==> src/hdl/dmgn_pkg.sv <==
package dmgn_pkg;

    localparam int DEF_MAP_WIDTH  = 256;
    localparam int DEF_MAP_HEIGHT = 256;
    localparam int DEF_DEPTH_BITS = 16;
    localparam int DEF_GREY_SHIFT = 8;

    localparam int REQ_W    = 2;
    localparam int COORD_W  = 8;
    localparam int DEPTH_W  = 16;
    localparam int GREY_W   = 8;
    localparam int COUNT_W  = 17;
    localparam int STATUS_W = 2;
    localparam int MARGIN_W = 7;
    localparam int SPAN_W   = 17;
    localparam int SHIFT_W  = 5;
    localparam int AVAIL_W  = 9;
    localparam int PROD_W   = DEPTH_W + AVAIL_W;
    localparam int COMP_LSB = 8;

    localparam logic [MARGIN_W-1:0] MARGIN_RESET = 7'd8;
    localparam logic [COUNT_W-1:0]  COUNT_MAX    = '1;

    localparam int QUEUE_DEPTH = 2;

    localparam int NUM_CLASSES    = 17;
    localparam int NARROW_CLASSES = 8;

    localparam logic [SPAN_W-1:0] LAD_LIMIT [NUM_CLASSES] = '{
        17'd2, 17'd4, 17'd8, 17'd16, 17'd32, 17'd64, 17'd128, 17'd192,
        17'd256, 17'd512, 17'd1024, 17'd2048, 17'd4096, 17'd8192,
        17'd16384, 17'd32768, 17'd49152
    };
    localparam logic [SHIFT_W-1:0] LAD_LOG2K [NUM_CLASSES] = '{
        5'd1, 5'd2, 5'd3, 5'd4, 5'd5, 5'd6, 5'd7, 5'd8,
        5'd8, 5'd9, 5'd10, 5'd11, 5'd12, 5'd13, 5'd14, 5'd15, 5'd16
    };
    localparam logic LAD_QUARTER [NUM_CLASSES] = '{
        1'b0, 1'b0, 1'b0, 1'b0, 1'b0, 1'b0, 1'b0, 1'b1,
        1'b0, 1'b0, 1'b0, 1'b0, 1'b0, 1'b0, 1'b0, 1'b0, 1'b1
    };

    typedef enum logic [REQ_W-1:0] {
        REQ_WRITE = 2'd0,
        REQ_RAW   = 2'd1,
        REQ_GREY  = 2'd2,
        REQ_NONE  = 2'd3
    } t_req;

    typedef enum logic [STATUS_W-1:0] {
        ST_OK       = 2'd0,
        ST_NO_RANGE = 2'd1,
        ST_OUTSIDE  = 2'd2
    } t_status;

    typedef struct packed {
        t_req               kind;
        logic [COORD_W-1:0] x_lo;
        logic [COORD_W-1:0] x_hi;
        logic [COORD_W-1:0] y_lo;
        logic [COORD_W-1:0] y_hi;
        logic               empty;
        logic               in_map;
        logic [DEPTH_W-1:0] depth;
    } t_cmd;

    typedef struct packed {
        logic [DEPTH_W-1:0] depth_out;
        logic [GREY_W-1:0]  grey_out;
        logic [DEPTH_W-1:0] range_min;
        logic [DEPTH_W-1:0] range_max;
        logic               range_valid;
        logic [COUNT_W-1:0] entry_count;
        t_status            status;
    } t_res;

    typedef struct packed {
        logic               hit;
        logic               zero;
        logic               quarter;
        logic [SHIFT_W-1:0] shift;
    } t_cls;

    // first class whose limit lies above the span wins
    function automatic t_cls span_class(input logic [SPAN_W-1:0] span,
                                        input int depth_bits,
                                        input int grey_shift);
        t_cls c;
        int   classes;
        c = '0;
        classes = (grey_shift == 8) ? NUM_CLASSES : NARROW_CLASSES;
        for (int i = NUM_CLASSES - 1; i >= 0; i--) begin
            if (i < classes && span < LAD_LIMIT[i]) begin
                c.hit     = 1'b1;
                c.quarter = LAD_QUARTER[i];
                if (int'(LAD_LOG2K[i]) <= depth_bits) begin
                    c.zero  = 1'b0;
                    c.shift = SHIFT_W'(depth_bits - int'(LAD_LOG2K[i]));
                end else begin
                    c.zero  = 1'b1;
                    c.shift = '0;
                end
            end
        end
        return c;
    endfunction

endpackage

==> src/hdl/dmgn_fifo.sv <==
module dmgn_fifo import dmgn_pkg::*; (
    input  logic i_clk,
    input  logic i_rst_n,
    input  logic i_push,
    input  t_cmd i_data,
    output logic o_full,
    output logic o_valid,
    output t_cmd o_data,
    input  logic i_pop
);

    localparam int PTR_W = (QUEUE_DEPTH > 1) ? $clog2(QUEUE_DEPTH) : 1;
    localparam int CNT_W = $clog2(QUEUE_DEPTH + 1);

    t_cmd             r_mem [QUEUE_DEPTH];
    logic [PTR_W-1:0] r_wr;
    logic [PTR_W-1:0] r_rd;
    logic [CNT_W-1:0] r_cnt;
    logic [PTR_W-1:0] n_wr;
    logic [PTR_W-1:0] n_rd;
    logic [CNT_W-1:0] n_cnt;

    assign o_full  = (r_cnt == CNT_W'(QUEUE_DEPTH));
    assign o_valid = (r_cnt != '0);
    assign o_data  = r_mem[r_rd];

    always_comb begin
        n_wr  = r_wr;
        n_rd  = r_rd;
        n_cnt = r_cnt;
        if (i_push) begin
            n_wr = (int'(r_wr) == QUEUE_DEPTH - 1) ? '0 : r_wr + 1'b1;
        end
        if (i_pop) begin
            n_rd = (int'(r_rd) == QUEUE_DEPTH - 1) ? '0 : r_rd + 1'b1;
        end
        if (i_push && !i_pop) begin
            n_cnt = r_cnt + 1'b1;
        end else if (i_pop && !i_push) begin
            n_cnt = r_cnt - 1'b1;
        end
    end

    always_ff @(posedge i_clk) begin
        if (!i_rst_n) begin
            r_wr  <= '0;
            r_rd  <= '0;
            r_cnt <= '0;
        end else begin
            r_wr  <= n_wr;
            r_rd  <= n_rd;
            r_cnt <= n_cnt;
        end
    end

    always_ff @(posedge i_clk) begin
        if (i_push) begin
            r_mem[r_wr] <= i_data;
        end
    end

endmodule

==> config.mk <==
export PLATFORM = sky130hd
export DESIGN_NAME = dmgn_fifo
export DESIGN_NICKNAME = d
export VERILOG_FILES = /design/src/hdl/dmgn_pkg.sv /design/src/hdl/dmgn_fifo.sv
export SDC_FILE = /design/constraint.sdc
export NUM_CORES = 1
export LEC_CHECK = 0
export BUFFER_PORTS_ARGS = -buffer_cell sky130_fd_sc_hd__buf_4
export CORE_ASPECT_RATIO = 0.7
export CORE_MARGIN = 8
export CORE_UTILIZATION = 46
export DETAILED_ROUTE_END_ITERATION = 16
export GPL_ROUTABILITY_DRIVEN = 0
export PLACE_DENSITY = 0.74
export SKIP_LAST_GASP = 1
export SYNTH_ARGS = -nofsm -noshare
export SYNTH_HDL_FRONTEND = slang
export SYNTH_SLANG_ARGS = --single-unit
==> constraint.sdc <==
create_clock -name i_clk -period 2.9 [get_ports i_clk]
set_input_delay 0.145 -clock i_clk [delete_from_list [all_inputs] [get_ports i_clk]]
set_output_delay 0.145 -clock i_clk [all_outputs]
set_load 0.01 [all_outputs]
# Yosys cells after proc, flatten, opt, wreduce, memory -nomap -nowiden
# Memories as Yosys holds them, arrays and structs flattened. A register that Yosys moved wholly into a read port is not among the register bits.
# Index checks and enable logic that the tools add are counted.
# totals
register_bits	4
ram_bits	104
inputBits	56
memories	1
# op_classes
addsub	4
eq_ne	1
n_mux	8
n_reduce_logical	6
# mem_list
memory	words	word_bits	read_ports	rd_clocked_by_memory_dff	write_ports	line	source
r_mem	2	52	1	1	1	dmgn_fifo.sv:15	t_cmd r_mem [QUEUE_DEPTH];
# ops
cell	n
1-bit two-way mux	6
2-bit two-way mux	2
2-bit nonzero test	2
1-bit adder, second input constant	2
2-bit by 1-bit adder with 2-bit output, second input constant	1
2-bit equality test, second input constant	1
1-bit logical AND	2
1-bit logical NOT	2
2-bit by 1-bit subtractor with 2-bit output, second input constant	1

# Depth between registers and ports, before layout
# logic_depth
depth_word	4
ltp_mapped	5
depth_no_buf	5

# Least setup slack after synthesis
# OpenSTA, ideal clock, no wires.
# synth_path
kind	register -> register
start	reg r_wr
end	mem r_mem[0][0] (netlist bit) (enable)
setup_ns	0.469
t_arrival_ns	2.649
slack_ns	-0.218
path_stages_with_launch	2
path_buffers	0
synth_period_minus_slack_ns	3.118
path_cell_list	dfxtp_1 nor2b_1
# synth_lines
element	line	source
start: declaration	dmgn_fifo.sv:16	logic [PTR_W-1:0] r_wr;
start signal: assignment	dmgn_fifo.sv:50	r_wr <= n_wr;
end: declaration	dmgn_fifo.sv:15	
# No word-level cell before the write port.

==> results.cfg <==
[power]
ir_drop_v = 0.000302
p_leak_nw = 2.18
p_per_area_mw_per_mm2 = 600

[die]
die_y_um = 93.9
core_mm2 = 0.00844
die_w_um = 127
dieArea_mm2 = 0.0120
io_pins = 110
rows = 28
initial_core_util = 0.473

[global_route]
grt_max_degree = 31
grt_use_total = 0.147
overflow = 0
grt_pass1_vias = 2490
antenna_found_initial = 0
grt_pass1_wl_um = 13300

[clock_tree]
numCtsBuffers = 9
postCtsSetupBuffers = 0
cts-root-buf = clkbuf_16
cts_hold_buf = 52
cts_tree = yes
cts_resized = 0
path_clk_slew_ns = 0.07
cts_buffer_depth = 2
clk_latency_ns = 0.34
cts.htree.levels = 3
cts_sinks = 109

[timing]
fin_skew_ns = 0.00615
rsz0062_at_grt = false
holdWs_ns = 0.0468
finalMaxSlewViolations = 0
relSlewSlack = 0.466
tns_ns = 0
hold_viol_final = 0
fin_crit_ns = 2.02
setup_viol_count_final = 0
worstMarginPinSlew_ns = 0.799
fmax_ghz = 0.495
finalCritPeriodShare = 0.697

[critical_path]
critPathArrivalTime_ns = 1.88
critPathLaunchType = register
cp_max_fo = 28
regToRegSetupSlack_ns = 1.24
cp.required_ns = 2.76
cp-end-kind = output port
critPathKind = register to output port

[synthesis]
synth_area_mm2 = 0.00399
synth_top_area_frac = 0.782
synth_seq_area_share = 0.808
avgSynthCellArea_um2 = 21.7
synthesis.nets = 241
ys_top_cells_by_area = edfxtp_1, mux2_2, dfxtp_1
ys_seq_elements = 109
syn_inst = 184
synth_cell_types = 17
yosys_warnings = 0
yosysTopAreaCell = edfxtp_1

[drt]
vias_per_cell = 4.67
drc = 0
antenna_left = 0
met3_length_um = 770
drt-met1-wl_um = 3570
met2WireLength_um = 3930
wl_um = 8350
vias = 2239
firstDrtPassIters = 4
top_layer_used = met4
wire_per_inst_um = 17.4
drt-initial-drc-count = 155

[final_layout]
n_antenna_cell = 0
drive_gt1_frac = 0.513
finalInstanceArea_mm2 = 0.00576
syn_to_final_growth_pct = 44.3
layout_commonest_cell = buf_4
layout_common_cells = buf_4, edfxtp_1, mux2_2, dlygate4sd3_1, clkbuf_16
nets = 411

[outcome]
outcome = finished clean

[placement]
dpl_cell_area_mm2 = 0.00496
port_buffers = 109
hpwl_um = 5210

[run]
cap_violations = 0

[worst_hold_path]
hp-class = input pin to register
-- cell usage after synthesis --
master / instances
a21boi_1: 1
and2_1: 4
o21a_1: 1
ha_1: 1
mux2_2: 52
or2_2: 1
o21ai_0: 1
inv_1: 1
edfxtp_1: 104
buf_6: 5
xnor2_1: 1
or3_1: 1
buf_2: 1
and2b_2: 1
nor2b_1: 2
dfxtp_1: 5
xor2_1: 2
-- per-stage QoR --
step	utilization	total power [mW]	std cells	setup WS [ns]
floorplan	-	2.08	184	0.787
global placement	0.588	2.31	411	1.21
detailed placement	0.588	2.31	411	1.20
CTS	0.682	3.49	479	0.827
global route	0.682	3.59	479	0.771
finish	0.682	3.46	479	0.879
-- registers in the layout (all words and copies together) (netlist names), named ones only --
signal and count:
r_cnt 2, r_wr 1, r_mem 104, r_rd 1
-- cell type report --
class                   count  area [µm²]
clock buffers              10         229
clock inverters             6        46.3
fillers                   554        2680
inverters                   1        3.75
multi-input cells          68         712
flip-flops and latches    109        3220
well taps                 120         150
repair buffers            165        1390
-- kinds of logic (layout without fill, tap and decap cells) --
group | after synthesis | count (layout) | share of synthesized area
and+or+nand+nor | 9 | 9 | 0.0147
AOI/OAI and AO/OA | 3 | 3 | 0.00502
muxes | 52 | 52 | 0.147
DFF | 109 | 109 | 0.808
buffers and inverters | 7 | 182 | 0.0163
adders and majority gates | 1 | 1 | 0.00313
xor gates and xnor gates | 3 | 3 | 0.00658
-- critical path, stage by stage, from the launching register on --
cell and delay, ns:
dfxtp_2 0.73, buf_12 0.27, mux2_2 0.37, buf_4 0.15
-- final timing paths --
| check | from | end | cells after the start |
|---|---|---|---|
| worst max register to register | r_wr$_SDFFE_PN0P_ | r_mem[0][44]$_DFFE_PP_ | 2 |
| worst min-delay path | i_rst_n | r_wr$_SDFFE_PN0P_ | 2 |
| worst min register to register | r_cnt[1]$_SDFFE_PN0P_ | r_cnt[1]$_SDFFE_PN0P_ | 2 |
| worst max-delay path | register | o_data[49] | 3 |
-- layer usage --
layer  vias to the layer above  track usage
met5                         -            0
met4                         0       0.0503
met3                         8       0.0641
met2                        97        0.236
met1                      1077        0.174
li1                       1057            -
-- report_power, final --
part / internal (mW) / switching, mW / total (mW) / leakage [nW]
Clock: 0.590 / 0.532 / 1.12 / 0.136
Sequential: 1.82 / 0.0348 / 1.85 / 1.02
Combinational: 0.286 / 0.197 / 0.483 / 1.03
Total: 2.69 / 0.764 / 3.46 / 2.18
(Power assumes the default switching activity.)
