==> config.mk <==
export PLATFORM = sky130hd
export DESIGN_NAME = dmgn_front_flat
export DESIGN_NICKNAME = d
export VERILOG_FILES = /design/src/hdl/dmgn_pkg.sv /design/src/hdl/dmgn_if.sv /design/src/hdl/dmgn_front.sv /design/src/flat_wrapper.sv
export SDC_FILE = /design/constraint.sdc
export NUM_CORES = 1
export LEC_CHECK = 0
export BUFFER_PORTS_ARGS = -buffer_cell sky130_fd_sc_hd__buf_2
export CAP_MARGIN = 5
export CELL_PAD_IN_SITES_DETAIL_PLACEMENT = 1
export CELL_PAD_IN_SITES_GLOBAL_PLACEMENT = 1
export CORE_MARGIN = 2
export CORE_UTILIZATION = 20
export DETAILED_ROUTE_END_ITERATION = 8
export PLACE_DENSITY = 0.92
export REMOVE_ABC_BUFFERS = 1
export SLEW_MARGIN = 25
export SYNTH_ARGS = -nofsm -noshare
export SYNTH_HDL_FRONTEND = slang
export SYNTH_SLANG_ARGS = --single-unit
==> constraint.sdc <==
create_clock -name vclk -period 2
set_input_delay 0.5 -clock vclk [all_inputs]
set_output_delay 0.5 -clock vclk [all_outputs]
set_load 0.01 [all_outputs]
==> src/hdl/dmgn_pkg.sv <==
package dmgn_pkg;

    localparam int DEF_MAP_WIDTH  = 256;
    localparam int DEF_MAP_HEIGHT = 256;
    localparam int DEF_DEPTH_BITS = 16;
    localparam int DEF_GREY_SHIFT = 8;

    localparam int REQ_W    = 2;
    localparam int COORD_W  = 8;
    localparam int DEPTH_W  = 16;
    localparam int GREY_W   = 8;
    localparam int COUNT_W  = 17;
    localparam int STATUS_W = 2;
    localparam int MARGIN_W = 7;
    localparam int SPAN_W   = 17;
    localparam int SHIFT_W  = 5;
    localparam int AVAIL_W  = 9;
    localparam int PROD_W   = DEPTH_W + AVAIL_W;
    localparam int COMP_LSB = 8;

    localparam logic [MARGIN_W-1:0] MARGIN_RESET = 7'd8;
    localparam logic [COUNT_W-1:0]  COUNT_MAX    = '1;

    localparam int QUEUE_DEPTH = 2;

    localparam int NUM_CLASSES    = 17;
    localparam int NARROW_CLASSES = 8;

    localparam logic [SPAN_W-1:0] LAD_LIMIT [NUM_CLASSES] = '{
        17'd2, 17'd4, 17'd8, 17'd16, 17'd32, 17'd64, 17'd128, 17'd192,
        17'd256, 17'd512, 17'd1024, 17'd2048, 17'd4096, 17'd8192,
        17'd16384, 17'd32768, 17'd49152
    };
    localparam logic [SHIFT_W-1:0] LAD_LOG2K [NUM_CLASSES] = '{
        5'd1, 5'd2, 5'd3, 5'd4, 5'd5, 5'd6, 5'd7, 5'd8,
        5'd8, 5'd9, 5'd10, 5'd11, 5'd12, 5'd13, 5'd14, 5'd15, 5'd16
    };
    localparam logic LAD_QUARTER [NUM_CLASSES] = '{
        1'b0, 1'b0, 1'b0, 1'b0, 1'b0, 1'b0, 1'b0, 1'b1,
        1'b0, 1'b0, 1'b0, 1'b0, 1'b0, 1'b0, 1'b0, 1'b0, 1'b1
    };

    typedef enum logic [REQ_W-1:0] {
        REQ_WRITE = 2'd0,
        REQ_RAW   = 2'd1,
        REQ_GREY  = 2'd2,
        REQ_NONE  = 2'd3
    } t_req;

    typedef enum logic [STATUS_W-1:0] {
        ST_OK       = 2'd0,
        ST_NO_RANGE = 2'd1,
        ST_OUTSIDE  = 2'd2
    } t_status;

    typedef struct packed {
        t_req               kind;
        logic [COORD_W-1:0] x_lo;
        logic [COORD_W-1:0] x_hi;
        logic [COORD_W-1:0] y_lo;
        logic [COORD_W-1:0] y_hi;
        logic               empty;
        logic               in_map;
        logic [DEPTH_W-1:0] depth;
    } t_cmd;

    typedef struct packed {
        logic [DEPTH_W-1:0] depth_out;
        logic [GREY_W-1:0]  grey_out;
        logic [DEPTH_W-1:0] range_min;
        logic [DEPTH_W-1:0] range_max;
        logic               range_valid;
        logic [COUNT_W-1:0] entry_count;
        t_status            status;
    } t_res;

    typedef struct packed {
        logic               hit;
        logic               zero;
        logic               quarter;
        logic [SHIFT_W-1:0] shift;
    } t_cls;

    // first class whose limit lies above the span wins
    function automatic t_cls span_class(input logic [SPAN_W-1:0] span,
                                        input int depth_bits,
                                        input int grey_shift);
        t_cls c;
        int   classes;
        c = '0;
        classes = (grey_shift == 8) ? NUM_CLASSES : NARROW_CLASSES;
        for (int i = NUM_CLASSES - 1; i >= 0; i--) begin
            if (i < classes && span < LAD_LIMIT[i]) begin
                c.hit     = 1'b1;
                c.quarter = LAD_QUARTER[i];
                if (int'(LAD_LOG2K[i]) <= depth_bits) begin
                    c.zero  = 1'b0;
                    c.shift = SHIFT_W'(depth_bits - int'(LAD_LOG2K[i]));
                end else begin
                    c.zero  = 1'b1;
                    c.shift = '0;
                end
            end
        end
        return c;
    endfunction

endpackage

==> src/hdl/dmgn_if.sv <==
interface dmgn_req_if import dmgn_pkg::*; ();
    logic               valid;
    logic               ready;
    logic [REQ_W-1:0]   req_type;
    logic [COORD_W-1:0] x_start;
    logic [COORD_W-1:0] y_start;
    logic [COORD_W-1:0] x_end;
    logic [COORD_W-1:0] y_end;
    logic [DEPTH_W-1:0] depth_in;

    modport source (
        output valid, req_type, x_start, y_start, x_end, y_end, depth_in,
        input  ready
    );
    modport sink (
        input  valid, req_type, x_start, y_start, x_end, y_end, depth_in,
        output ready
    );
endinterface


==> src/hdl/dmgn_front.sv <==
module dmgn_front import dmgn_pkg::*; #(
    parameter int MAP_WIDTH  = DEF_MAP_WIDTH,
    parameter int MAP_HEIGHT = DEF_MAP_HEIGHT
) (
    dmgn_req_if.sink    i_req,
    input  logic        i_busy,
    input  logic        i_full,
    output logic        o_push,
    output t_cmd        o_cmd
);

    logic [COORD_W-1:0] x_hi;
    logic [COORD_W-1:0] y_hi;

    // clip the rectangle to the store edge
    assign x_hi = (int'(i_req.x_end) >= MAP_WIDTH)  ? COORD_W'(MAP_WIDTH - 1)  : i_req.x_end;
    assign y_hi = (int'(i_req.y_end) >= MAP_HEIGHT) ? COORD_W'(MAP_HEIGHT - 1) : i_req.y_end;

    assign i_req.ready = !i_full && !i_busy;
    assign o_push      = i_req.valid && i_req.ready;

    always_comb begin
        o_cmd.kind   = t_req'(i_req.req_type);
        o_cmd.x_lo   = i_req.x_start;
        o_cmd.x_hi   = x_hi;
        o_cmd.y_lo   = i_req.y_start;
        o_cmd.y_hi   = y_hi;
        o_cmd.empty  = (i_req.x_start > x_hi) || (i_req.y_start > y_hi);
        o_cmd.in_map = (int'(i_req.x_start) < MAP_WIDTH) && (int'(i_req.y_start) < MAP_HEIGHT);
        o_cmd.depth  = i_req.depth_in;
    end

endmodule

==> src/flat_wrapper.sv <==
// flat-port wrapper written by rule: the top's interface ports become plain ports
module dmgn_front_flat import dmgn_pkg::*;
#(
    parameter int MAP_WIDTH  = DEF_MAP_WIDTH,
    parameter int MAP_HEIGHT = DEF_MAP_HEIGHT
)
  (i_busy, i_full, o_push, o_cmd, i_req_valid, i_req_req_type, i_req_x_start, i_req_y_start, i_req_x_end, i_req_y_end, i_req_depth_in, i_req_ready);
  dmgn_req_if i_req_i ();
  input  logic i_busy;
  input  logic i_full;
  output logic o_push;
  output t_cmd o_cmd;
  input wire logic [$bits(i_req_i.valid)-1:0] i_req_valid;
  input wire logic [$bits(i_req_i.req_type)-1:0] i_req_req_type;
  input wire logic [$bits(i_req_i.x_start)-1:0] i_req_x_start;
  input wire logic [$bits(i_req_i.y_start)-1:0] i_req_y_start;
  input wire logic [$bits(i_req_i.x_end)-1:0] i_req_x_end;
  input wire logic [$bits(i_req_i.y_end)-1:0] i_req_y_end;
  input wire logic [$bits(i_req_i.depth_in)-1:0] i_req_depth_in;
  output wire logic [$bits(i_req_i.ready)-1:0] i_req_ready;
  assign i_req_i.valid = i_req_valid;
  assign i_req_i.req_type = i_req_req_type;
  assign i_req_i.x_start = i_req_x_start;
  assign i_req_i.y_start = i_req_y_start;
  assign i_req_i.x_end = i_req_x_end;
  assign i_req_i.y_end = i_req_y_end;
  assign i_req_i.depth_in = i_req_depth_in;
  assign i_req_ready = i_req_i.ready;
  dmgn_front #(.MAP_WIDTH(MAP_WIDTH), .MAP_HEIGHT(MAP_HEIGHT)) u_core (.i_req(i_req_i), .i_busy(i_busy), .i_full(i_full), .o_push(o_push), .o_cmd(o_cmd));
endmodule
After elaboration in Yosys (flattened, before gate mapping)
Index checks and enable logic that the tools add are counted.

Bits in registers: 0. Input port bits: 53. Output and inout port bits: 54. Logic and storage cells: 7.

Magnitude comparators: 2. Reductions and logical operators: 5.

Operators with widths (count): > comparator 8 bit (2); logical AND 1 bit (2); logical NOT 1 bit (2); logical OR 1 bit (1).

Longest topological paths before layout
Gate-level depths: netlist of the first run.

Depth after elaboration: 3. Depth in mapped cells: 7. Depth with buffers taken out: 7.

Least setup slack after synthesis of the first run
Ideal clock, no wire load.

Kind: input to output. From: input port i_req_x_end[1]. To: output port o_cmd[17] (netlist name). Data arrival time: 1.467 ns. Data required time: 1.500 ns. Setup slack: 0.033 ns. Stages on the path: 7. Path buffers: 0. Cells stage by stage: inv_1 ha_1 nor2b_4 o211ai_2 a21oi_1 a2111oi_2 o21ai_1.

RTL lines: from (decl) (RTL line flat_wrapper.sv:17) `input wire logic [$bits(i_req_i.x_end)-1:0] i_req_x_end;`; to (decl) (RTL line flat_wrapper.sv:12) `output t_cmd o_cmd;`.

==> results of run 1 <==
==> area by class of cell <==
cell class / count / area (µm²) / share of cell area (%)
Inverter: 16 / 65.1 / 6.82
Multi-Input combinational cell: 42 / 445 / 46.7
Timing Repair Buffer: 71 / 380 / 39.9
Tap cell: 50 / 62.6 / 6.56
==> path summary, 6_finish.rpt <==
kind / depth (start not counted) / start / slack, ps / end
worst min-delay path: 0 / i_req_depth_in[12] / 1000 / o_cmd[12]
worst max-delay path: 9 / i_req_x_end[1] / -150 / o_cmd[17]
==> synth_stat cells (all sizes together) <==
library cell / count
buf: 51
ha: 16
inv: 16
a21oi: 7
nand4: 4
nor2: 3
nand2: 2
nor2b: 2
o211ai: 2
o21ai: 2
a2111oi: 1
and2: 1
conb: 1
o22ai: 1
==> report_power, final <==
group | internal, µW | switching, µW
combinational | 111 | 107
clock | 0 | 0
sequential | 0 | 0
total | 111 | 107
==> what timing repair did <==
| action | 4_1_cts | 5_1_grt |
|---|---|---|
| setup endpoints to repair | 1 | 1 |
| resized for setup | 3 | 16 |
| hold buffers | 0 | 0 |
| hold endpoints to repair | 0 | 0 |
| gates cloned | 0 | 0 |
| pin swaps | 0 | 5 |
==> layer usage <==
metal	GRT usage, %	up-vias	share of wire [%]
met5	5.00	-	0
met4	0	0	0
met3	5.33	0	15
met2	17.1	72	48
met1	8.93	307	37
li1	-	340	-
==> cell families (layout without fill, tap and decap cells) <==
group | count (synthesis) | in the layout
AOI/OAI and AO/OA | 13 | 13
adders and majority gates | 16 | 16
buffers and inverters | 67 | 87
other | 1 | 1
and+or+nand+nor | 12 | 12
==> per-stage QoR <==
step	total power [µW]	hold WS, ps
after floorplan	69.1	1000
after global placement	183	1000
after detailed placement	191	1000
after CTS	196	1000
after global routing	241	1000
final	218	1000
==> flow_summary.html, run 1 <==
<table>
<tr><th>Metric</th><th>Value</th></tr>
<tr><th colspan="2">Placed design</th></tr>
<tr><td>Placement-stage worst setup slack</td><td>-240 ps</td></tr>
<tr><td>Placed Instances</td><td>179</td></tr>
<tr><td>Placer congestion estimate</td><td>0.690</td></tr>
<tr><td>Input/output buffers</td><td>70</td></tr>
<tr><td>Dpl hpwl</td><td>2090 µm</td></tr>
<tr><td>Placed cell areas</td><td>841 µm²</td></tr>
<tr><th colspan="2">Synthesis</th></tr>
<tr><td>Multiplexer area fraction after synthesis</td><td>0%</td></tr>
<tr><td>Synthesized-area fraction occupied by xor and xnor cells</td><td>0%</td></tr>
<tr><td>Synth area leader</td><td>sky130_fd_sc_hd__buf_4</td></tr>
<tr><td>Sequential share of the synthesized area</td><td>0%</td></tr>
<tr><td>Number of instances in the synthesized netlist</td><td>109</td></tr>
<tr><td>Compound-cell area share of the yosys netlist</td><td>10.7%</td></tr>
<tr><td>Cell area after synthesis</td><td>803 µm²</td></tr>
<tr><td>Share of Yosys cell area claimed by the top area cell type</td><td>47.7%</td></tr>
<tr><td>Main combinational cell family by area after synthesis</td><td>buffers and inverters</td></tr>
<tr><td>Synth Area in Simple Gates</td><td>8.72%</td></tr>
<tr><td>Warning count from the yosys run</td><td>0</td></tr>
<tr><td>Leading post-synthesis cells by cell area</td><td>sky130_fd_sc_hd__buf_4 48%, sky130_fd_sc_hd__ha_1 25%, sky130_fd_sc_hd__inv_1 7.5%</td></tr>
<tr><td>Number of different library cells in the post-synthesis netlist</td><td>17</td></tr>
<tr><td>Adder-cell share of the synthesized area</td><td>24.9%</td></tr>
<tr><td>Post-Synthesis Mean Instance Area</td><td>7.37 µm²</td></tr>
<tr><th colspan="2">Timing</th></tr>
<tr><td>Setup TNS</td><td>-145 ps</td></tr>
<tr><td>Final cycle utilization of the critical path</td><td>107%</td></tr>
<tr><td>Max Slew Vio Count</td><td>0</td></tr>
<tr><td>Highest clock rate</td><td>466 MHz</td></tr>
<tr><td>Final number of setup-violating endpoints</td><td>1</td></tr>
<tr><td>Setup repair after global routing missed its margin</td><td>true</td></tr>
<tr><td>Count of final hold-check violations</td><td>0</td></tr>
<tr><td>Setup ws final</td><td>-145 ps</td></tr>
<tr><td>Min Tclk post-route</td><td>2150 ps</td></tr>
<tr><th colspan="2">Drt</th></tr>
<tr><td>Length of the first detailed-routing pass in iterations</td><td>3</td></tr>
<tr><td>Number of routed nets with antenna violations</td><td>0</td></tr>
<tr><td>Number of violations reported at the end of detailed-routing iteration 0</td><td>1</td></tr>
<tr><td>Vias</td><td>719</td></tr>
<tr><td>Aggregate routed wire length</td><td>2290 µm</td></tr>
<tr><td>WL per Instance</td><td>12.8 µm</td></tr>
<tr><td>Average via count per standard cell</td><td>4.02</td></tr>
<tr><td>Post-route DRC violation count</td><td>0</td></tr>
<tr><th colspan="2">Worst setup path</th></tr>
<tr><td>Crit-path cells</td><td>buf_8 -&gt; inv_4 -&gt; ha_4 -&gt; nor2b_4 -&gt; o211ai_2 -&gt; a21oi_2 -&gt; a2111oi_2 -&gt; o21ai_1 -&gt; buf_2</td></tr>
<tr><td>Endpoint kind of the worst setup timing path</td><td>output port</td></tr>
<tr><td>Slowest stage cell on the critical path</td><td>sky130_fd_sc_hd__a2111oi_2</td></tr>
<tr><td>Highest fanout seen on the critical path</td><td>2</td></tr>
<tr><td>Count of buffering cells on the critical path with inverters included</td><td>3</td></tr>
<tr><td>Critical Setup Path Class</td><td>input pin to output port</td></tr>
<tr><td>Req. time, crit path</td><td>1500 ps</td></tr>
<tr><td>Kind of launch point of the worst setup path</td><td>input pin</td></tr>
<tr><td>Slowest Stage Delay on Critical Path</td><td>210 ps</td></tr>
<tr><td>Crit path DAT</td><td>1650 ps</td></tr>
<tr><td>Family with the most delay on the worst path</td><td>compound AO/OA/AOI/OAI gates</td></tr>
<tr><th colspan="2">Global route</th></tr>
<tr><td>Via count of the first global-routing pass</td><td>750</td></tr>
<tr><td>Number of antenna violations at the first check in global routing</td><td>0</td></tr>
<tr><td>Largest net degree at the start of global routing</td><td>4</td></tr>
<tr><td>Global-route congestion overflow total</td><td>0</td></tr>
<tr><td>Global-route wire length before repair</td><td>3160 µm</td></tr>
<tr><td>Total Routing Usage GR</td><td>9.14%</td></tr>
<tr><th colspan="2">Finish</th></tr>
<tr><td>Final design utilization</td><td>24.2%</td></tr>
<tr><td>Most common cell after layout, fill and taps aside</td><td>sky130_fd_sc_hd__buf_2</td></tr>
<tr><td>Fin nets</td><td>200</td></tr>
<tr><td>FFs &amp; Latches</td><td>0</td></tr>
<tr><td>Most frequent cells in the layout</td><td>67 x sky130_fd_sc_hd__buf_2, 14 x sky130_fd_sc_hd__inv_1, 11 x sky130_fd_sc_hd__ha_1</td></tr>
<tr><td>Proportion of layout cells with a drive suffix above 1</td><td>66.7%</td></tr>
<tr><td>Number of clock buffers in the layout</td><td>0</td></tr>
<tr><td>Synth-to-Final Area Change</td><td>18.7%</td></tr>
<tr><td>Finished Layout Cells</td><td>179</td></tr>
<tr><td>Number of inserted diodes</td><td>0</td></tr>
<tr><td>Post-Layout Inst Area</td><td>953 µm²</td></tr>
<tr><td>Count of fill cells added during filler insertion</td><td>500</td></tr>
<tr><td>Storage element area</td><td>0 µm²</td></tr>
<tr><th colspan="2">Min path</th></tr>
<tr><td>Class of the tightest hold or removal check</td><td>input pin to output port</td></tr>
<tr><th colspan="2">Die</th></tr>
<tr><td>Number of placement rows</td><td>23</td></tr>
<tr><td>Initial core utilization</td><td>20.4%</td></tr>
<tr><td>Ports placed on the boundary</td><td>107</td></tr>
<tr><td>Width of the die</td><td>67.4 µm</td></tr>
<tr><td>Y dimension of the die</td><td>67.4 µm</td></tr>
<tr><td>Placeable core region</td><td>3940 µm²</td></tr>
<tr><td>Die area</td><td>4540 µm²</td></tr>
<tr><th colspan="2">Power and ir drop</th></tr>
<tr><td>Leakage component of the power</td><td>0.000551 µW</td></tr>
<tr><td>Power per Cell Area</td><td>228 nW/µm²</td></tr>
<tr><td>Peak ir drop on the vdd network</td><td>0.0671 mV</td></tr>
<tr><th colspan="2">Status</th></tr>
<tr><td>Violations in the final reports</td><td>setup timing</td></tr>
<tr><td>Result of the run</td><td>complete, but fails checks</td></tr>
<tr><th colspan="2">Flow run</th></tr>
<tr><td>Number of maximum-capacitance violations</td><td>0</td></tr>
<tr><th colspan="2">Clocking</th></tr>
<tr><td>Number of setup buffers added after CTS</td><td>0</td></tr>
</table>
(Power assumes the default switching activity.)
==> inputs of run 2 (changes only) <==
- CORE_UTILIZATION: 20 -> 21
- PLACE_DENSITY: 0.92 -> 0.95
- clock period: 2 -> 2.5 ns (I/O delays scaled with it)
==> run 2 against run 1 <==
- the flow now finishes without violations
- sequential cell count unchanged
- hold slack improved by 250 ps
- non-clock buffer count is 1 lower
- die area is 4.5% lower
- critical path type unchanged
==> flow_summary.html, run 2 (synthesized netlist as in run 1, its figures left out) <==
<table>
<tr><th>Metric</th><th>Value</th></tr>
<tr><th colspan="2">Global route</th></tr>
<tr><td>Largest net degree at the start of global routing</td><td>4</td></tr>
<tr><td>Total Routing Usage GR</td><td>9.78%</td></tr>
<tr><td>Global-route congestion overflow total</td><td>0</td></tr>
<tr><td>Via count of the first global-routing pass</td><td>791</td></tr>
<tr><td>Number of antenna violations at the first check in global routing</td><td>0</td></tr>
<tr><td>Global-route wire length before repair</td><td>3380 µm</td></tr>
<tr><th colspan="2">Clocking</th></tr>
<tr><td>Number of setup buffers added after CTS</td><td>0</td></tr>
<tr><td>Hold-fix buffer count after cts</td><td>0</td></tr>
<tr><th colspan="2">Power and ir drop</th></tr>
<tr><td>Peak ir drop on the vdd network</td><td>0.0573 mV</td></tr>
<tr><td>Power per Cell Area</td><td>179 nW/µm²</td></tr>
<tr><td>Leakage component of the power</td><td>0.000534 µW</td></tr>
<tr><th colspan="2">Die</th></tr>
<tr><td>Initial core utilization</td><td>21.9%</td></tr>
<tr><td>Die area</td><td>4340 µm²</td></tr>
<tr><td>Number of placement rows</td><td>22</td></tr>
<tr><td>Placeable core region</td><td>3660 µm²</td></tr>
<tr><td>Y dimension of the die</td><td>65.8 µm</td></tr>
<tr><td>Width of the die</td><td>65.8 µm</td></tr>
<tr><td>Ports placed on the boundary</td><td>107</td></tr>
<tr><th colspan="2">Drt</th></tr>
<tr><td>Post-route DRC violation count</td><td>0</td></tr>
<tr><td>Number of routed nets with antenna violations</td><td>0</td></tr>
<tr><td>Vias</td><td>736</td></tr>
<tr><td>WL per Instance</td><td>13.0 µm</td></tr>
<tr><td>Wire length on met2</td><td>1070 µm</td></tr>
<tr><td>Length of the first detailed-routing pass in iterations</td><td>4</td></tr>
<tr><td>Aggregate routed wire length</td><td>2280 µm</td></tr>
<tr><td>Top metal layer carrying routed signals</td><td>met4</td></tr>
<tr><td>Routed wire length on met3</td><td>394 µm</td></tr>
<tr><td>Post-route met1 wirelength</td><td>816 µm</td></tr>
<tr><td>Average via count per standard cell</td><td>4.18</td></tr>
<tr><td>Number of violations reported at the end of detailed-routing iteration 0</td><td>3</td></tr>
<tr><th colspan="2">Finish</th></tr>
<tr><td>Number of clock buffers in the layout</td><td>0</td></tr>
<tr><td>Most common cell after layout, fill and taps aside</td><td>sky130_fd_sc_hd__buf_2</td></tr>
<tr><td>Storage element area</td><td>0 µm²</td></tr>
<tr><td>Proportion of layout cells with a drive suffix above 1</td><td>64.8%</td></tr>
<tr><td>Synth-to-Final Area Change</td><td>13.4%</td></tr>
<tr><td>Number of inserted diodes</td><td>0</td></tr>
<tr><td>Post-Layout Inst Area</td><td>911 µm²</td></tr>
<tr><td>Fin nets</td><td>199</td></tr>
<tr><td>FFs &amp; Latches</td><td>0</td></tr>
<tr><td>Count of fill cells added during filler insertion</td><td>463</td></tr>
<tr><td>Finished Layout Cells</td><td>176</td></tr>
<tr><td>Most frequent cells in the layout</td><td>69 x sky130_fd_sc_hd__buf_2, 14 x sky130_fd_sc_hd__inv_1, 11 x sky130_fd_sc_hd__ha_1</td></tr>
<tr><th colspan="2">Timing</th></tr>
<tr><td>Final number of setup-violating endpoints</td><td>0</td></tr>
<tr><td>Setup ws final</td><td>107 ps</td></tr>
<tr><td>Final cycle utilization of the critical path</td><td>95.7%</td></tr>
<tr><td>Min Tclk post-route</td><td>2390 ps</td></tr>
<tr><td>Max Slew Vio Count</td><td>0</td></tr>
<tr><td>Count of final hold-check violations</td><td>0</td></tr>
<tr><td>Highest clock rate</td><td>418 MHz</td></tr>
<tr><td>Setup TNS</td><td>0 ps</td></tr>
<tr><td>Setup repair after global routing missed its margin</td><td>false</td></tr>
<tr><th colspan="2">Status</th></tr>
<tr><td>Result of the run</td><td>finished clean</td></tr>
<tr><th colspan="2">Worst setup path</th></tr>
<tr><td>Critical Setup Path Class</td><td>input pin to output port</td></tr>
<tr><td>Kind of launch point of the worst setup path</td><td>input pin</td></tr>
<tr><td>Startpoint of the worst setup timing path</td><td>i_req_x_end[1]</td></tr>
<tr><td>Crit path DAT</td><td>1770 ps</td></tr>
<tr><td>Highest fanout seen on the critical path</td><td>2</td></tr>
<tr><td>Endpoint kind of the worst setup timing path</td><td>output port</td></tr>
<tr><td>Req. time, crit path</td><td>1880 ps</td></tr>
<tr><td>Crit path capture</td><td>o_cmd[17]</td></tr>
<tr><th colspan="2">Flow run</th></tr>
<tr><td>Number of maximum-capacitance violations</td><td>0</td></tr>
<tr><th colspan="2">Placed design</th></tr>
<tr><td>Placement-stage worst setup slack</td><td>-14.6 ps</td></tr>
<tr><td>Placer congestion estimate</td><td>0.678</td></tr>
<tr><td>Input/output buffers</td><td>70</td></tr>
<tr><td>Dpl hpwl</td><td>2090 µm</td></tr>
<tr><td>Placed cell areas</td><td>831 µm²</td></tr>
<tr><td>Placed Instances</td><td>176</td></tr>
<tr><th colspan="2">Min path</th></tr>
<tr><td>Class of the tightest hold or removal check</td><td>input pin to output port</td></tr>
<tr><td>Min-Delay Startpoint</td><td>i_req_depth_in[13]</td></tr>
</table>
run 2: changes by cell type in the layout (fill, tap and decap cells not counted), sizes merged:
cell	delta
buf	-1
run 2: worst min-delay path by stage:
stage                      to  cells past startpoint
floorplan            o_cmd[0]                      0
global placement    o_cmd[10]                      0
finish              o_cmd[13]                      0
CTS                 o_cmd[10]                      0
global route        o_cmd[10]                      0
detailed placement  o_cmd[10]                      0
run 2: metrics by stage:
step           power [µW]  util [%]  hold slack (ps)
2_1_floorplan        55.3         -             1250
3_3_place_gp          145      22.7             1250
3_5_place_dp          149      22.7             1250
4_1_cts               155      23.5             1250
5_1_grt               185      24.9             1250
6_report              163      24.9             1250
run 2: metal layers:
metal,global-route usage (%),vias up
met5,6.94,-
met2,16.9,69
met3,6.30,2
li1,-,343
met4,0,0
met1,10.1,322
run 2: timing repair:
| action | in CTS | in global routing |
|---|---|---|
| gates resized for setup | 5 | 6 |
| hold endpoints to repair | 0 | 0 |
| endpoints found under the setup margin | 1 | 1 |
| pin swaps | 4 | 2 |
| gates cloned | 0 | 0 |
run 2: area by class of cell:
type               instances  area, µm²  area share, %
multi-input cells         42        434           47.7
repair buffers            70        357           39.1
inverters                 16       60.1           6.59
well taps                 48       60.1           6.59
run 2: critical path: stages:
cell	delay, ps
sky130_fd_sc_hd__buf_6	90
sky130_fd_sc_hd__inv_2	60
sky130_fd_sc_hd__ha_4	200
sky130_fd_sc_hd__nor2b_4	120
sky130_fd_sc_hd__o211ai_2	140
sky130_fd_sc_hd__a21oi_2	70
sky130_fd_sc_hd__a2111oi_2	220
sky130_fd_sc_hd__o21ai_1	90
sky130_fd_sc_hd__buf_2	150
run 2: power by group:
group / switching [µW] / internal [µW] / total, µW
Combinational: 82.4 / 80.6 / 163
Sequential: 0 / 0 / 0
Clock: 0 / 0 / 0
==> inputs of run 3 (changes only) <==
- MAX_ROUTING_LAYER: not set -> met4
- SLEW_MARGIN: 25 -> 20
==> run 3 against run 2 <==
- maximum frequency is essentially flat
- cell count is the same
- critical path depth did not move
- routed wire length about the same
- die area is the same
- via count shrank 0.14%
- combinational power about the same
- clock-buffer cell count unchanged
- critical endpoint unchanged
- non-clock buffer count unchanged
- first-iteration DRC count shrank 33%
- core utilization stayed put
==> flow_summary.html, run 3 (synthesized netlist as in run 1, its figures left out) <==
<table>
<tr><th>Metric</th><th>Value</th></tr>
<tr><th colspan="2">Timing</th></tr>
<tr><td>Final number of setup-violating endpoints</td><td>0</td></tr>
<tr><td>Count of final hold-check violations</td><td>0</td></tr>
<tr><td>Min Tclk post-route</td><td>2390 ps</td></tr>
<tr><td>Setup ws final</td><td>107 ps</td></tr>
<tr><td>Max Slew Vio Count</td><td>0</td></tr>
<tr><td>Hold Worst Slack</td><td>1250 ps</td></tr>
<tr><td>Highest clock rate</td><td>418 MHz</td></tr>
<tr><td>Setup repair after global routing missed its margin</td><td>false</td></tr>
<tr><td>Final cycle utilization of the critical path</td><td>95.7%</td></tr>
<tr><th colspan="2">Worst setup path</th></tr>
<tr><td>Highest fanout seen on the critical path</td><td>2</td></tr>
<tr><td>Endpoint kind of the worst setup timing path</td><td>output port</td></tr>
<tr><td>Crit-path cells</td><td>buf_6 -&gt; inv_2 -&gt; ha_4 -&gt; nor2b_4 -&gt; o211ai_2 -&gt; a21oi_2 -&gt; a2111oi_2 -&gt; o21ai_1 -&gt; buf_2</td></tr>
<tr><td>Req. time, crit path</td><td>1880 ps</td></tr>
<tr><td>Family with the most delay on the worst path</td><td>compound AO/OA/AOI/OAI gates</td></tr>
<tr><td>Slowest Stage Delay on Critical Path</td><td>220 ps</td></tr>
<tr><td>Count of buffering cells on the critical path with inverters included</td><td>3</td></tr>
<tr><td>Kind of launch point of the worst setup path</td><td>input pin</td></tr>
<tr><td>Crit path DAT</td><td>1770 ps</td></tr>
<tr><td>Slowest stage cell on the critical path</td><td>sky130_fd_sc_hd__a2111oi_2</td></tr>
<tr><td>Critical Setup Path Class</td><td>input pin to output port</td></tr>
<tr><td>Total number of cells along the worst setup path</td><td>9</td></tr>
<tr><th colspan="2">Finish</th></tr>
<tr><td>Synth-to-Final Area Change</td><td>13.4%</td></tr>
<tr><td>FFs &amp; Latches</td><td>0</td></tr>
<tr><td>Finished Layout Cells</td><td>176</td></tr>
<tr><td>Count of fill cells added during filler insertion</td><td>463</td></tr>
<tr><td>Number of inserted diodes</td><td>0</td></tr>
<tr><td>Storage element area</td><td>0 µm²</td></tr>
<tr><td>Proportion of layout cells with a drive suffix above 1</td><td>64.8%</td></tr>
<tr><td>Most common cell after layout, fill and taps aside</td><td>sky130_fd_sc_hd__buf_2</td></tr>
<tr><td>Most frequent cells in the layout</td><td>69 x sky130_fd_sc_hd__buf_2, 14 x sky130_fd_sc_hd__inv_1, 11 x sky130_fd_sc_hd__ha_1</td></tr>
<tr><td>Number of clock buffers in the layout</td><td>0</td></tr>
<tr><td>Post-Layout Inst Area</td><td>911 µm²</td></tr>
<tr><td>Fin nets</td><td>199</td></tr>
<tr><th colspan="2">Clocking</th></tr>
<tr><td>Number of setup buffers added after CTS</td><td>0</td></tr>
<tr><th colspan="2">Global route</th></tr>
<tr><td>Met1 usage in global routing</td><td>10.8%</td></tr>
<tr><td>Met3 global-route usage</td><td>6.13%</td></tr>
<tr><td>Global-route wire length before repair</td><td>3390 µm</td></tr>
<tr><td>Global-route congestion overflow total</td><td>0</td></tr>
<tr><td>Via count of the first global-routing pass</td><td>787</td></tr>
<tr><td>Total Routing Usage GR</td><td>10.0%</td></tr>
<tr><td>Number of antenna violations at the first check in global routing</td><td>0</td></tr>
<tr><td>GRT busiest layer</td><td>met2</td></tr>
<tr><td>Largest net degree at the start of global routing</td><td>4</td></tr>
<tr><td>Fraction of met2 tracks used by global routing</td><td>16.9%</td></tr>
<tr><th colspan="2">Placed design</th></tr>
<tr><td>Input/output buffers</td><td>70</td></tr>
<tr><td>Placement-stage worst setup slack</td><td>-14.6 ps</td></tr>
<tr><td>Placed cell areas</td><td>831 µm²</td></tr>
<tr><td>Placed Instances</td><td>176</td></tr>
<tr><td>Dpl hpwl</td><td>2090 µm</td></tr>
<tr><td>Placer congestion estimate</td><td>0.685</td></tr>
<tr><th colspan="2">Die</th></tr>
<tr><td>Ports placed on the boundary</td><td>107</td></tr>
<tr><td>Width of the die</td><td>65.8 µm</td></tr>
<tr><td>Placeable core region</td><td>3660 µm²</td></tr>
<tr><td>Number of placement rows</td><td>22</td></tr>
<tr><td>Initial core utilization</td><td>21.9%</td></tr>
<tr><td>Y dimension of the die</td><td>65.8 µm</td></tr>
<tr><td>Die area</td><td>4340 µm²</td></tr>
<tr><th colspan="2">Power and ir drop</th></tr>
<tr><td>Power per Cell Area</td><td>179 nW/µm²</td></tr>
<tr><td>Peak ir drop on the vdd network</td><td>0.0574 mV</td></tr>
<tr><td>Leakage component of the power</td><td>0.000534 µW</td></tr>
<tr><th colspan="2">Drt</th></tr>
<tr><td>Number of routed nets with antenna violations</td><td>0</td></tr>
<tr><td>Aggregate routed wire length</td><td>2280 µm</td></tr>
<tr><td>Length of the first detailed-routing pass in iterations</td><td>4</td></tr>
<tr><td>Vias</td><td>735</td></tr>
<tr><td>WL per Instance</td><td>13.0 µm</td></tr>
<tr><td>Post-route DRC violation count</td><td>0</td></tr>
<tr><td>Number of violations reported at the end of detailed-routing iteration 0</td><td>2</td></tr>
<tr><td>Average via count per standard cell</td><td>4.18</td></tr>
<tr><th colspan="2">Min path</th></tr>
<tr><td>Cell count of the worst hold path</td><td>0</td></tr>
<tr><td>Min-Delay Startpoint</td><td>i_req_depth_in[13]</td></tr>
<tr><td>Class of the tightest hold or removal check</td><td>input pin to output port</td></tr>
<tr><td>Endpoint of the worst hold-timing path</td><td>o_cmd[13]</td></tr>
<tr><th colspan="2">Flow run</th></tr>
<tr><td>Number of maximum-capacitance violations</td><td>0</td></tr>
<tr><th colspan="2">Status</th></tr>
<tr><td>Result of the run</td><td>finished clean</td></tr>
</table>
==> run 3: cell counts in the layout (fill, tap and decap cells not counted) <==
Identical to the previous run, type by type.
==> run 3: cell type report <==
| cell class | instances | area, µm² | share of cell area, % |
|---|---|---|---|
| Timing Repair Buffer | 70 | 357 | 39.1 |
| Tap cell | 48 | 60.1 | 6.59 |
| Inverter | 16 | 60.1 | 6.59 |
| Multi-Input combinational cell | 42 | 434 | 47.7 |
==> run 3: metrics by stage <==
stage / util [%] / TNS (ps) / total power [µW]
after detailed placement: 22.7 / -14.6 / 149
after CTS: 23.5 / 0 / 155
after global routing: 24.9 / 0 / 185
final: 24.9 / 0 / 163
after global placement: 22.7 / 0 / 145
after floorplan: - / 0 / 55.3
==> run 3: layer usage <==
layer | vias to the layer above | wire length [µm]
li1 | 343 | -
met2 | 71 | 1070
met3 | 0 | 392
met4 | 0 | 0
met5 | - | 0
met1 | 321 | 819
==> run 3: power by group <==
part / internal (µW) / total [µW] / switching (µW) / leakage (µW)
registers: 0 / 0 / 0 / 0
logic: 80.6 / 163 / 82.5 / 0.000534
clock network: 0 / 0 / 0 / 0
total: 80.6 / 163 / 82.5 / 0.000534
==> run 3: what timing repair did <==
item                       CTS  global route
hold buffers                 0             0
setup endpoints to repair    1             1
pin swaps                    4             2
resized for setup            5             6
==> run 3: how the worst max path moves through the flow <==
stage / from / endpoint / slack [ps]
final: i_req_x_end[1] / o_cmd[17] / 110
after global routing: i_req_y_end[3] / o_cmd[17] / 1
after CTS: i_req_y_end[1] / o_cmd[17] / 20
after detailed placement: i_req_y_end[1] / o_cmd[17] / -10
after global placement: i_req_y_end[1] / o_cmd[17] / 20
after floorplan: i_req_x_end[1] / o_cmd[17] / 280
